### src/sv/cta_ram.sv
// Generic single-write, single-read synchronous RAM with registered read data.
// No dependencies.
`default_nettype none

module cta_ram #(
  parameter int WIDTH = 8,
  parameter int DEPTH = 256
) (
  input  wire logic                     clk,
  input  wire logic                     we,
  input  wire logic [$clog2(DEPTH)-1:0] waddr,
  input  wire logic [WIDTH-1:0]         wdata,
  input  wire logic [$clog2(DEPTH)-1:0] raddr,
  output      logic [WIDTH-1:0]         rdata
);

  logic [WIDTH-1:0] mem [DEPTH];

  // Write port, then registered read port
  always_ff @(posedge clk) begin
    if (we) begin
      mem[waddr] <= wdata;
    end
    rdata <= mem[raddr];
  end

endmodule

`default_nettype wire

### config.mk
export PLATFORM = sky130hd
export DESIGN_NAME = cta_ram
export DESIGN_NICKNAME = d
export VERILOG_FILES = /design/src/sv/cta_ram.sv
export SDC_FILE = /design/constraint.sdc
export NUM_CORES = 2
export LEC_CHECK = 0
export BUFFER_PORTS_ARGS = -buffer_cell sky130_fd_sc_hd__buf_2
export CORE_AREA = 8 8 512 464
export DETAILED_ROUTE_END_ITERATION = 6
export DIE_AREA = 0 0 520 472
export GPL_TIMING_DRIVEN = 0
export PLACE_DENSITY = 0.62
export SYNTH_ARGS = -nofsm -noshare
export SYNTH_HDL_FRONTEND = slang
export SYNTH_SLANG_ARGS = --single-unit
### constraint.sdc
create_clock -name clk -period 2.4 [get_ports clk]
set_clock_uncertainty 0.05 [all_clocks]
set_input_delay 0.48 -clock clk [delete_from_list [all_inputs] [get_ports clk]]
set_output_delay 0.48 -clock clk [all_outputs]
set_load 0.03 [all_outputs]
==> flow_summary.json <==
{
  "place_congestion": 0.9336,
  "syn_area_per_cell_um2": 21.31,
  "syn_area_mm2": 0.07956,
  "rows": 167,
  "hold_violations": 0,
  "synth_top_area_share_pct": 77.30,
  "synth_top_area_cell": "edfxtp_1",
  "cap_violations": 0,
  "crit_family": "buffers and inverters",
  "powerDensity_mw_per_mm2": 808.5,
  "finalInstanceArea_mm2": 0.09395,
  "grt_pass1_wl_um": 332800,
  "vias_per_cell": 5.806,
  "critPathKind": "in2reg",
  "dp_slack_ns": -3.097,
  "min_period_ns": 2.612,
  "yosysWarnings": 0,
  "initial_core_util_pct": 34.77,
  "grt_max_degree": 161,
  "clk_latency_ns": 0.86,
  "grt_setup_unrepaired": "yes",
  "first_global_vias": 41070,
  "crit_path_frequent_cell": "clkbuf_1",
  "vdd_drop_max_v": 0.0007324,
  "cp_max_fo": 10,
  "drc": 0,
  "die_y_um": 472,
  "drt_iter0_markers": 6941,
  "fill_cells": 19800,
  "async_flop_share_pct": 0,
  "wire_per_inst_um": 33.72,
  "die_x_um": 520,
  "slew_violations": 0,
  "critPathBufInv": 3,
  "cp-end-kind": "register",
  "swShare_pct": 22.57,
  "pwr-share-seq_pct": 52.1,
  "period_share_pct": 108.8,
  "hpwl_um": 159100,
  "htreeDepth": 4,
  "placed_cell_area_mm2": 0.08402,
  "cts_tree": "done",
  "core_mm2": 0.2288,
  "worstHoldStart": "wdata[6]",
  "io_pins": 34,
  "cts.clk_slew.worst_paths_ns": 0.06,
  "synth_fp_nets": 3759,
  "p_switching_uw": 17140,
  "setup.worst_path.start": "waddr[0]",
  "p_int_uw": 58820,
  "synthCells": 3733,
  "grt_antenna_before_repair": 21,
  "worstPathRequired_ns": 2.82,
  "critPathLaunchType": "input port",
  "dr_total_vias": 41920,
  "grt_overflow": 0,
  "cp.arrival_ns": 3.03,
  "setup_viol": 453,
  "ant_nets": 0,
  "synth_ff_type": "edfxtp_1",
  "cts-buffers-inserted": 201,
  "routed_wl_um": 243500,
  "dieArea_mm2": 0.2454,
  "slew_headroom_pct": 7.679,
  "clock_sinks": 2056,
  "clkPwrFrac_pct": 41.4,
  "setup_slack_ns": -0.2124,
  "leakage_uw": 0.02840,
  "status": "complete, but fails checks",
  "syn2layout_area_growth_pct": 18.10,
  "cp_slowest_cell": "nand3_1",
  "fin_nets": 4026,
  "cts_buffer_depth": 3,
  "dr.pass1.iters": 7,
  "synth_seq_cells": 2056,
  "drive_gt1_share_pct": 32.20,
  "ys_types": 55,
  "p_comb_share_pct": 6.4,
  "yosysSeqAreaShare_pct": 77.50,
  "violations": "negative setup slack",
  "synth.area.top_cells": "edfxtp_1, mux4_2, mux2i_1, nor2_1, a22oi_1",
  "cts-root-buf": "clkbuf_16",
  "worstMarginPinSlew_ns": 1.385,
  "finalSetupTns_ns": -20.53,
  "slowest_delay_ns": 0.54,
  "synth_edf_count": 2048,
  "path_cells": "clkbuf_1 > nor2b_1 > clkbuf_1 > nand3_1 > buf_4 > nor2_2",
  "grtUsageTotal_pct": 19.27,
  "port_buffers": 26,
  "fmax_ghz": 0.3828,
  "reg2reg_from": "mem[11][6]",
  "min_path_type": "in2reg"
}
per-stage QoR:
step	util [%]	hold WS [ns]	std cells	power, µW
after detailed placement	36.72	0.7093	6814	44600
after floorplan	-	0.5289	3733	42360
final	41.06	0.07430	7220	75960
after global placement	36.53	0.8853	6801	44600
after CTS	40.57	0.04399	7197	75870
after global routing	41.06	0.08471	7218	77510
final timing paths:
path                               endpoint  slack (ns)  cells past startpoint
worst max-delay path            mem[225][7]       -0.21                      6
worst min-delay path            mem[161][6]        0.07                      1
worst max register to register     rdata[6]       -0.11                      6
worst min register to register     rdata[7]        1.21                      5
worst register-to-register path, stage by stage, from the launching register on:
cell      delay, ns
edfxtp_1       0.37
mux4_2         0.47
mux2_2         0.31
a211oi_1       0.38
a21oi_1        0.08
a22oi_1        0.53
nor4_4         0.15
cell type report:
cell class	count	area (µm²)	area share (%)
Antenna cell	10	25.02	0.02663
Buffer	229	2464	2.622
Clock buffer	236	5182	5.516
Clock inverter	135	1281	1.364
Inverter	2	8.758	0.009322
Multi-Input combinational cell	1442	18730	19.93
Sequential cell	2056	61660	65.63
Tap cell	3042	3806	4.051
Timing Repair Buffer	68	800.8	0.8523
sequential cells by signal, summed over array words and instances, names as in the netlist:
register / count
mem: 2048
rdata: 8
power by group through the flow:
stage	clock, µW	sequential (µW)	combinational, µW
after floorplan	0	40400	1940
after global placement	0	40500	4090
after detailed placement	0	40400	4230
after CTS	31600	39600	4650
after global routing	32900	39600	4980
final	31500	39600	4890
synth_stat cells, drive strengths merged (16+ instances only):
master and number:
edfxtp 2048, mux4 456, nor2 282, mux2i 134
a22oi 133, buf 122, clkbuf 111, a21oi 96
o221ai 47, nand3 34, nand2 33, nor2b 31
o22ai 28, nor4 27, nor3 22, a211oi 16
repair_timing:
action	CTS	global route
setup endpoints to repair	1296	1167
hold buffers	2	0
endpoints found under the hold margin	47	0
resized for setup	614	230
buffers inserted	12	15
pin swaps	31	29
metal layers:
layer  wire length (µm)  share of wire (%)  up-vias  track usage [%]
met5                125              0.051        -           0.3281
met4              11440                4.7        8            8.256
met3              30280                 12      560            6.101
li1                   -                  -    16300                -
met1              93450                 38    22300            26.19
met2             108200                 44     2754            28.63
kinds of logic after synthesis:
| group | share of synthesized area, % |
|---|---|
| flops | 77.50 |
| mux | 14.62 |
| simple gates | 2.628 |
| compound gates | 3.419 |
| buf+inv | 1.831 |
cell usage in the layout, fill, tap and decap left out, types with 8 or more instances in the layout:
cell type / netlist / routed
clkinv_2: 0 / 47
edfxtp_1: 2048 / 2048
buf_12: 8 / 34
buf_16: 0 / 24
nand2b_1: 8 / 8
nand3_2: 0 / 9
clkbuf_4: 0 / 35
a211oi_1: 16 / 12
nand2_1: 33 / 28
dfxtp_1: 8 / 8
nand3_1: 34 / 25
mux4_2: 454 / 454
nor2_4: 0 / 134
diode_2: 0 / 10
inv_6: 0 / 8
clkinv_1: 1 / 47
buf_6: 21 / 27
mux2i_1: 134 / 131
o221ai_2: 1 / 17
nor2b_1: 31 / 29
nand4_1: 10 / 10
nor3_4: 0 / 10
nor2_2: 0 / 41
clkbuf_1: 111 / 59
clkbuf_2: 0 / 31
buf_2: 31 / 30
o221ai_1: 46 / 30
a22oi_2: 0 / 13
clkbuf_8: 0 / 11
bufinv_16: 0 / 20
a22oi_1: 133 / 120
nor4_4: 0 / 20
a21oi_2: 0 / 21
nor2_1: 282 / 107
o22ai_1: 28 / 28
o211ai_1: 10 / 10
buf_8: 13 / 23
buf_4: 27 / 51
a21oi_1: 96 / 73
clkbuf_16: 0 / 204
Power figures use the tool's default switching activity.
